### src/design/wma_pkg.sv
// Shared types and constants for the waveform moving-average core.
// No dependencies; imported by every other design file.
package wma_pkg;

  localparam int SAMPLE_BITS   = 16;
  localparam int HW_BITS       = 4;
  localparam int CFG_DATA_BITS = 4;

  typedef enum logic [0:0] {
    REG_HALF_WINDOW = 1'b0,
    REG_WINDOW_KIND = 1'b1
  } cfg_idx_t;

  typedef enum logic [0:0] {
    WIN_CENTERED = 1'b0,
    WIN_TRAILING = 1'b1
  } win_kind_t;

  typedef struct packed {
    logic signed [SAMPLE_BITS-1:0] sample;
    logic                          block_end;
  } wma_in_t;

  typedef struct packed {
    logic signed [SAMPLE_BITS-1:0] smoothed;
    logic                          final_res;
  } wma_out_t;

  typedef enum logic [2:0] {
    S_IDLE,
    S_NEXT,
    S_SETUP,
    S_SUM,
    S_DLOAD,
    S_DIV,
    S_OUT
  } wma_state_t;

  typedef struct packed {
    logic accept;
    logic step;
    logic finish;
    logic setup;
    logic sum;
    logic div_load;
    logic div_step;
    logic load_out;
  } wma_cmd_t;

  typedef struct packed {
    logic emit;
    logic at_stop;
    logic avg;
    logic sum_last;
    logic div_last;
    logic out_free;
  } wma_stat_t;

endpackage

### src/design/waveform_moving_average_core.sv
// Top level of the waveform moving-average smoother.
// Depends on wma_pkg, wma_ctrl and wma_dp.
//
//   channel   handshake             payload
//   in_       in_valid / in_ready   in_data   (wma_in_t: sample, block_end)
//   out_      out_valid / out_ready out_data  (wma_out_t: smoothed, final_res)
//   cfg_      cfg_valid / cfg_ready cfg_index, cfg_data
//
// A sample that releases no result is taken straight from the idle state. Each released
// result then passes setup, output and next when passed through, and setup, sum, divider
// load, divide, output and next when averaged over 2R+1 entries centred or R+1 trailing:
// one history entry a cycle through the window adder, then one quotient bit a cycle in
// the divider. The next state closes the transfer before in_ready rises again.
// Reset is synchronous and active low; it clears the counts and restores the config defaults.
// A result waits in the output register; while out_ready is low the
// controller holds in its output state and in_ready stays low.
module waveform_moving_average_core import wma_pkg::*; #(
  parameter int MAX_HALF_WINDOW = 15
) (
  input  logic     clk,
  input  logic     rst_n,
  input  logic     in_valid,
  output logic     in_ready,
  input  wma_in_t  in_data,
  output logic     out_valid,
  input  logic     out_ready,
  output wma_out_t out_data,
  input  logic     cfg_valid,
  output logic     cfg_ready,
  input  cfg_idx_t cfg_index,
  input  logic [CFG_DATA_BITS-1:0] cfg_data
);

  wma_cmd_t  cmd;
  wma_stat_t stat;

  // Controller: walks each released sample through setup, then sum and divide when averaged, then output
  wma_ctrl u_ctrl (
    .clk      (clk),
    .rst_n    (rst_n),
    .in_valid (in_valid),
    .in_ready (in_ready),
    .stat     (stat),
    .cmd      (cmd)
  );

  // Datapath: history, counts, adder, divider and output register
  wma_dp #(
    .MAX_HALF_WINDOW (MAX_HALF_WINDOW)
  ) u_dp (
    .clk       (clk),
    .rst_n     (rst_n),
    .in_data   (in_data),
    .cfg_valid (cfg_valid),
    .cfg_ready (cfg_ready),
    .cfg_index (cfg_index),
    .cfg_data  (cfg_data),
    .out_valid (out_valid),
    .out_ready (out_ready),
    .out_data  (out_data),
    .cmd       (cmd),
    .stat      (stat)
  );

`ifndef NO_ASSERTIONS
  // A transfer that releases results must drop in_ready the next cycle
  a_busy_after_emit: assert property (@(posedge clk) disable iff (!rst_n)
    cmd.accept && stat.emit |=> !in_ready)
    else $error("in_ready stayed high after a releasing transfer");

  // Closing an item returns the controller to accepting samples
  a_ready_after_finish: assert property (@(posedge clk) disable iff (!rst_n)
    cmd.finish |=> in_ready)
    else $error("in_ready low after item finished");

  // Never overwrite a result still waiting in the output register
  a_no_overwrite: assert property (@(posedge clk) disable iff (!rst_n)
    cmd.load_out |-> stat.out_free)
    else $error("output register overwritten");

  // A loaded result is presented on the next cycle
  a_load_shows: assert property (@(posedge clk) disable iff (!rst_n)
    cmd.load_out |=> out_valid)
    else $error("loaded result not presented");
`endif

endmodule

### src/design/wma_ctrl.sv
// Sequencing state machine of the moving-average core.
// Depends on wma_pkg for the state, command and status types.
module wma_ctrl import wma_pkg::*; (
  input  logic      clk,
  input  logic      rst_n,
  input  logic      in_valid,
  output logic      in_ready,
  input  wma_stat_t stat,
  output wma_cmd_t  cmd
);

  wma_state_t state_r, state_nxt;

  always_ff @(posedge clk) begin
    if (!rst_n) begin
      state_r <= S_IDLE;
    end else begin
      state_r <= state_nxt;
    end
  end

  always_comb begin
    state_nxt = state_r;
    cmd       = '0;
    in_ready  = 1'b0;
    unique case (state_r)
      S_IDLE: begin
        in_ready = 1'b1;
        if (in_valid) begin
          cmd.accept = 1'b1;
          if (stat.emit) begin
            state_nxt = S_NEXT;
          end
        end
      end
      S_NEXT: begin
        if (stat.at_stop) begin
          cmd.finish = 1'b1;
          state_nxt  = S_IDLE;
        end else begin
          cmd.step  = 1'b1;
          state_nxt = S_SETUP;
        end
      end
      S_SETUP: begin
        cmd.setup = 1'b1;
        state_nxt = stat.avg ? S_SUM : S_OUT;
      end
      S_SUM: begin
        cmd.sum = 1'b1;
        if (stat.sum_last) begin
          state_nxt = S_DLOAD;
        end
      end
      S_DLOAD: begin
        cmd.div_load = 1'b1;
        state_nxt    = S_DIV;
      end
      S_DIV: begin
        cmd.div_step = 1'b1;
        if (stat.div_last) begin
          state_nxt = S_OUT;
        end
      end
      S_OUT: begin
        if (stat.out_free) begin
          cmd.load_out = 1'b1;
          state_nxt    = S_NEXT;
        end
      end
      default: begin
        state_nxt = S_IDLE;
      end
    endcase
  end

endmodule

### src/design/wma_dp.sv
// Datapath: config registers, sample history shift line, window adder,
// bit-serial divider and output register. Depends on wma_pkg.
module wma_dp import wma_pkg::*; #(
  parameter int MAX_HALF_WINDOW = 15
) (
  input  logic         clk,
  input  logic         rst_n,
  input  wma_in_t      in_data,
  input  logic         cfg_valid,
  output logic         cfg_ready,
  input  cfg_idx_t     cfg_index,
  input  logic [CFG_DATA_BITS-1:0] cfg_data,
  output logic         out_valid,
  input  logic         out_ready,
  output wma_out_t     out_data,
  input  wma_cmd_t     cmd,
  output wma_stat_t    stat
);

  localparam int HD  = 2 * MAX_HALF_WINDOW + 1;
  localparam int CW  = $clog2(HD + 1);
  localparam int IW  = $clog2(HD);
  localparam int SW  = SAMPLE_BITS + $clog2(HD);
  localparam int ITW = $clog2(SW);

  logic signed [SAMPLE_BITS-1:0] hist_r [HD];
  logic [HW_BITS-1:0] half_window_r;
  win_kind_t          kind_r;
  logic [CW-1:0]      seen_r, pend_r, d_r, cnt_r;
  logic               end_r, avg_r, neg_r, out_valid_r;
  logic [IW-1:0]      k_r;
  logic signed [SW-1:0] acc_r;
  logic [SW-1:0]      quo_r;
  logic [CW-1:0]      rem_r;
  logic [ITW-1:0]     it_r;
  wma_out_t           out_data_r;

  logic [CW-1:0] r, held, seen_inc, j, wid;
  logic [IW-1:0] lo;
  logic signed [SAMPLE_BITS-1:0] rd;
  logic [CW:0]   trial;
  logic          ge;
  logic [SW-1:0] qv;

  // Clamp the half window to what the history can hold
  always_comb begin
    if (32'(half_window_r) > 32'(MAX_HALF_WINDOW)) begin
      r = CW'(MAX_HALF_WINDOW);
    end else begin
      r = CW'(half_window_r);
    end
  end

  assign held     = pend_r + CW'(1);
  assign seen_inc = (seen_r < CW'(HD)) ? seen_r + CW'(1) : CW'(HD);
  assign j        = (seen_r >= d_r) ? seen_r - d_r : '0;
  assign wid      = (kind_r == WIN_TRAILING) ? r + CW'(1) : (r << 1) + CW'(1);
  assign lo       = (kind_r == WIN_TRAILING) ? IW'(d_r) : IW'(d_r - r);
  assign rd       = hist_r[k_r];
  assign trial    = {rem_r, quo_r[SW-1]};
  assign ge       = trial >= {1'b0, wid};
  assign qv       = neg_r ? (~quo_r + SW'(1)) : quo_r;

  always_comb begin
    stat.emit     = in_data.block_end || (held > r);
    stat.at_stop  = (d_r == (end_r ? CW'(0) : r));
    stat.avg      = (j >= r) && (d_r >= r);
    stat.sum_last = (cnt_r == CW'(1));
    stat.div_last = (it_r == ITW'(SW - 1));
    stat.out_free = !out_valid_r || out_ready;
  end

  // Configuration registers; always ready; the user is to write them between items, the block does not enforce it
  assign cfg_ready = 1'b1;

  always_ff @(posedge clk) begin
    if (!rst_n) begin
      half_window_r <= HW_BITS'(2);
      kind_r        <= WIN_CENTERED;
    end else if (cfg_valid) begin
      unique case (cfg_index)
        REG_HALF_WINDOW: half_window_r <= cfg_data[HW_BITS-1:0];
        REG_WINDOW_KIND: kind_r        <= win_kind_t'(cfg_data[0]);
        default: ;
      endcase
    end
  end

  // History shift line, newest at index 0
  always_ff @(posedge clk) begin
    if (cmd.accept) begin
      hist_r[0] <= in_data.sample;
      for (int i = 1; i < HD; i++) begin
        hist_r[i] <= hist_r[i-1];
      end
    end
  end

  // Block counters and emission index
  always_ff @(posedge clk) begin
    if (!rst_n) begin
      seen_r <= '0;
      pend_r <= '0;
      d_r    <= '0;
      end_r  <= 1'b0;
    end else if (cmd.accept) begin
      end_r <= in_data.block_end;
      if (stat.emit) begin
        d_r <= held;
      end else begin
        pend_r <= held;
        seen_r <= seen_inc;
      end
    end else if (cmd.step) begin
      d_r <= d_r - CW'(1);
    end else if (cmd.finish) begin
      if (end_r) begin
        seen_r <= '0;
        pend_r <= '0;
      end else begin
        pend_r <= r;
        seen_r <= seen_inc;
      end
    end
  end

  // Window walk and divider
  always_ff @(posedge clk) begin
    if (cmd.setup) begin
      avg_r <= stat.avg;
      k_r   <= stat.avg ? lo : IW'(d_r);
      cnt_r <= wid;
      acc_r <= '0;
    end else if (cmd.sum) begin
      acc_r <= acc_r + {{(SW-SAMPLE_BITS){rd[SAMPLE_BITS-1]}}, rd};
      k_r   <= k_r + IW'(1);
      cnt_r <= cnt_r - CW'(1);
    end else if (cmd.div_load) begin
      neg_r <= acc_r[SW-1];
      quo_r <= acc_r[SW-1] ? (~acc_r + SW'(1)) : acc_r;
      rem_r <= '0;
      it_r  <= '0;
    end else if (cmd.div_step) begin
      rem_r <= ge ? CW'(trial - {1'b0, wid}) : trial[CW-1:0];
      quo_r <= {quo_r[SW-2:0], ge};
      it_r  <= it_r + ITW'(1);
    end
  end

  // Output register
  always_ff @(posedge clk) begin
    if (!rst_n) begin
      out_valid_r <= 1'b0;
    end else if (cmd.load_out) begin
      out_valid_r <= 1'b1;
    end else if (out_ready) begin
      out_valid_r <= 1'b0;
    end
  end

  always_ff @(posedge clk) begin
    if (cmd.load_out) begin
      out_data_r.smoothed  <= avg_r ? qv[SAMPLE_BITS-1:0] : rd;
      out_data_r.final_res <= end_r && (d_r == CW'(0));
    end
  end

  assign out_valid = out_valid_r;
  assign out_data  = out_data_r;

endmodule
### config.mk
export PLATFORM = sky130hd
export DESIGN_NAME = waveform_moving_average_core
export DESIGN_NICKNAME = d
export VERILOG_FILES = /design/src/design/wma_pkg.sv /design/src/design/waveform_moving_average_core.sv /design/src/design/wma_ctrl.sv /design/src/design/wma_dp.sv
export SDC_FILE = /design/constraint.sdc
export NUM_CORES = 1
export LEC_CHECK = 0
export BUFFER_PORTS_ARGS = -buffer_cell sky130_fd_sc_hd__buf_4
export CORE_ASPECT_RATIO = 1.1
export CORE_MARGIN = 5
export CORE_UTILIZATION = 50
export CTS_BUF_LIST = sky130_fd_sc_hd__clkbuf_2
export DETAILED_ROUTE_END_ITERATION = 10
export GPL_TIMING_DRIVEN = 0
export PLACE_DENSITY = 0.66
export SETUP_SLACK_MARGIN = 0.5
export SLEW_MARGIN = 20
export SYNTH_ARGS = -nofsm -noshare
export SYNTH_HDL_FRONTEND = slang
export SYNTH_SLANG_ARGS = --single-unit
### constraint.sdc
create_clock -name clk -period 22.7 [get_ports clk]
set_input_delay 1.135 -clock clk [delete_from_list [all_inputs] [get_ports clk]]
set_output_delay 1.135 -clock clk [all_outputs]
set_load 0.1 [all_outputs]
==> impl_metrics.env <==
export IMPL_seq_area_frac_synth=0.672
export IMPL_synth_cells=1600
export IMPL_grt_max_degree=38
export IMPL_postCtsResizedCells=0
export IMPL_max_freq_mhz=178
export IMPL_path_clk_slew_ns=0.10
export IMPL_synth_main_ff_cell="edfxtp_1"
export IMPL_wire_per_inst_um=21.1
export IMPL_cts_root_buf="clkbuf_2"
export IMPL_antenna_found_initial=2
export IMPL_synth_edff_count=556
export IMPL_fin_crit_ns=5.62
export IMPL_wl_um=55700
export IMPL_num_io_pins=47
export IMPL_yosys_top_cells_area="edfxtp_1, mux4_2, dfxtp_1"
export IMPL_cts_max_level=4
export IMPL_fin_util=0.568
export IMPL_clkSinkCount=607
export IMPL_fillerInstances=4143
export IMPL_drt_iter0_markers=1345
export IMPL_die_h_um=251
export IMPL_power_density_nw_per_um2=149
export IMPL_critical_path_required_ns=23.84
export IMPL_finalHoldViolations=0
export IMPL_setup_viol=0
export IMPL_grt_ovfl_total=0
export IMPL_peakVddDrop_uv=61.6
export IMPL_slowest_delay_ns=0.77
export IMPL_cts_hold_fix_buffers=25
export IMPL_rows=88
export IMPL_grt_pass1_vias=15272
export IMPL_dieArea_um2=57400
export IMPL_synthArstFlopShare=0
export IMPL_rsz0062_at_grt="no"
export IMPL_worstPathBufferInverterCount=3
export IMPL_ys_warnings_count=0
export IMPL_place_gp_congestion=0.850
export IMPL_cp_data_arrival_time_ns=6.76
export IMPL_ys_top_cells_by_count="edfxtp_1, mux4_2, nand2_1, o21ai_0, a21oi_1"
export IMPL_synth_most_common_cell="edfxtp_1"
export IMPL_dr_total_vias=15193
export IMPL_die_w_um=229
export IMPL_path_class="reg -> reg"
export IMPL_finalSetupTns_ns=0
export IMPL_skew_ns=0.0965
export IMPL_ys_ff_latch=607
export IMPL_syn_nets=1685
export IMPL_grt_usage=0.193
export IMPL_critPathMaxFanout=10
export IMPL_cp_end_kind="flop"
export IMPL_initial_core_util=0.504
export IMPL_crit_chain="buf_2, buf_2, clkbuf_1, mux4_2, mux4_2, mux2_2, ha_1, fa_1, a21o_1, nand3_1, a21oi_1, o31a_1, o21a_1, or3_1, a32o_1"
export IMPL_yosys_area_top_type="edfxtp_1"
export IMPL_drc_errors=0
export IMPL_cts_buffers=151
export IMPL_crit_slowest_cell="clkbuf_1"
export IMPL_synth_cell_area_um2=26400
export IMPL_hpwl_um=37300
export IMPL_clock_latency_ns=1.30
export IMPL_worst_slew_pin_slew_ns=1.02
export IMPL_synth_cell_type_count=72
export IMPL_path_delay_family="buffers and inverters"
export IMPL_grt_pass1_wl_um=86400
export IMPL_drive_above_1_share=0.254
export IMPL_coreArea_um2=52300
export IMPL_cts_tree="built"
export IMPL_nNetsFinal=1926
export IMPL_drv_slew=0
export IMPL_crit_path_start_kind="flop"
export IMPL_p_leak_uw=0.0106
export IMPL_avgSynthCellArea_um2=16.5
export IMPL_via_per_inst=5.77
export IMPL_worstHoldPathType="in -> reg"
export IMPL_max_slew_margin=0.317
export IMPL_drtPass1Iterations=6
export IMPL_synth_top_area_share=0.633
export IMPL_cts_setup_buffers=0
export IMPL_outcome="finished, final reports clean"
export IMPL_fin_crit_sh=0.248
export IMPL_area_growth_pct=12.6
export IMPL_maxCapViolations=0
export IMPL_clock_path_buffers=3
export IMPL_ant_nets=0
export IMPL_io_buffer_count=45
[stage by stage]
step	setup slack (ns)	hold WS, ns	instances	area (µm²)	power [µW]
finish	17.08	0.196	2634	29700	4420
global route	16.88	0.0315	2634	29700	4700
CTS	17.02	0.00202	2629	29700	4460
detailed placement	17.09	0.428	2338	28000	3670
global placement	0.950	0.424	2320	27500	3810
floorplan	3.74	0.421	1600	26400	3290
[cell families (layout without fill, tap and decap cells)]
family / after synthesis / after routing / synth area share
and+or+nand+nor: 284 / 284 / 0.0525
muxes: 187 / 187 / 0.139
AOI/OAI and AO/OA: 278 / 278 / 0.0658
buffers and inverters: 119 / 473 / 0.0198
other: 1 / 6 / 0.000142
adders and majority gates: 58 / 58 / 0.0287
DFF: 607 / 607 / 0.672
xor gates and xnor gates: 66 / 66 / 0.0219
[report_power, final]
group	internal [µW]	switching, µW	leakage [µW]
clock network	327	447	0.00107
registers	1720	199	0.00572
logic	767	964	0.00384
total	2810	1610	0.0106
[cell usage in the layout, fill, tap and decap left out, types with 13 or more instances in the layout]
| cell type | n |
|---|---|
| a21o_1 | 25 |
| a21oi_1 | 61 |
| buf_12 | 13 |
| buf_2 | 17 |
| buf_4 | 46 |
| clkbuf_1 | 44 |
| clkbuf_2 | 217 |
| clkinv_1 | 32 |
| dfxtp_1 | 51 |
| dlygate4sd3_1 | 25 |
| edfxtp_1 | 556 |
| ha_1 | 54 |
| inv_1 | 41 |
| mux2_2 | 17 |
| mux2i_1 | 28 |
| mux4_2 | 142 |
| nand2_1 | 103 |
| nand2b_1 | 13 |
| nand3_1 | 25 |
| nor2_1 | 58 |
| nor3_1 | 15 |
| o21ai_0 | 92 |
| xnor2_1 | 30 |
| xor2_1 | 36 |
[routing by layer]
layer	vias up	GRT usage	wire, µm
met1	7637	0.257	24000
met4	0	0.0641	1170
met5	-	0	0
met3	98	0.0547	3450
li1	6953	-	-
met2	505	0.311	27000
[worst min-delay path: stages]
cell and delay, ns:
buf_4 0.08, nand2b_1 0.14, a21oi_1 0.08
[registers in the layout, indices dropped and copies added, names as in the netlist, 5 cells and up, named ones only]
name / count
u_dp.quo_r: 21
u_dp.d_r: 5
u_dp.acc_r: 21
u_dp.pend_r: 5
u_dp.rem_r: 5
u_dp.seen_r: 5
u_dp.k_r: 5
u_dp.hist_r: 496
u_dp.it_r: 5
u_dp.cnt_r: 5
u_dp.out_data: 17
[area by class of cell]
class | instances | area, µm² | area share
clock buffer | 217 | 1090 | 0.0366
antenna | 5 | 12.5 | 0.000421
buffer | 76 | 363 | 0.0122
clock inverter | 49 | 383 | 0.0129
sequential | 607 | 17700 | 0.597
timing repair buffer | 88 | 986 | 0.0332
multi-input combinational | 874 | 8140 | 0.274
inverter | 43 | 161 | 0.00544
tap | 675 | 845 | 0.0284
[worst paths after layout]
path | start | end | slack [ns] | cells after the start
max reg2reg | flop | u_dp.acc_r[16] | 17.08 | 15
min reg2reg | u_dp.hist_r[7][14] | u_dp.hist_r[8][14] | 0.37 | 0
min | out_ready | u_dp.out_valid | 0.20 | 3
max | flop | u_dp.acc_r[16] | 17.08 | 15
Power figures use the tool's default switching activity.
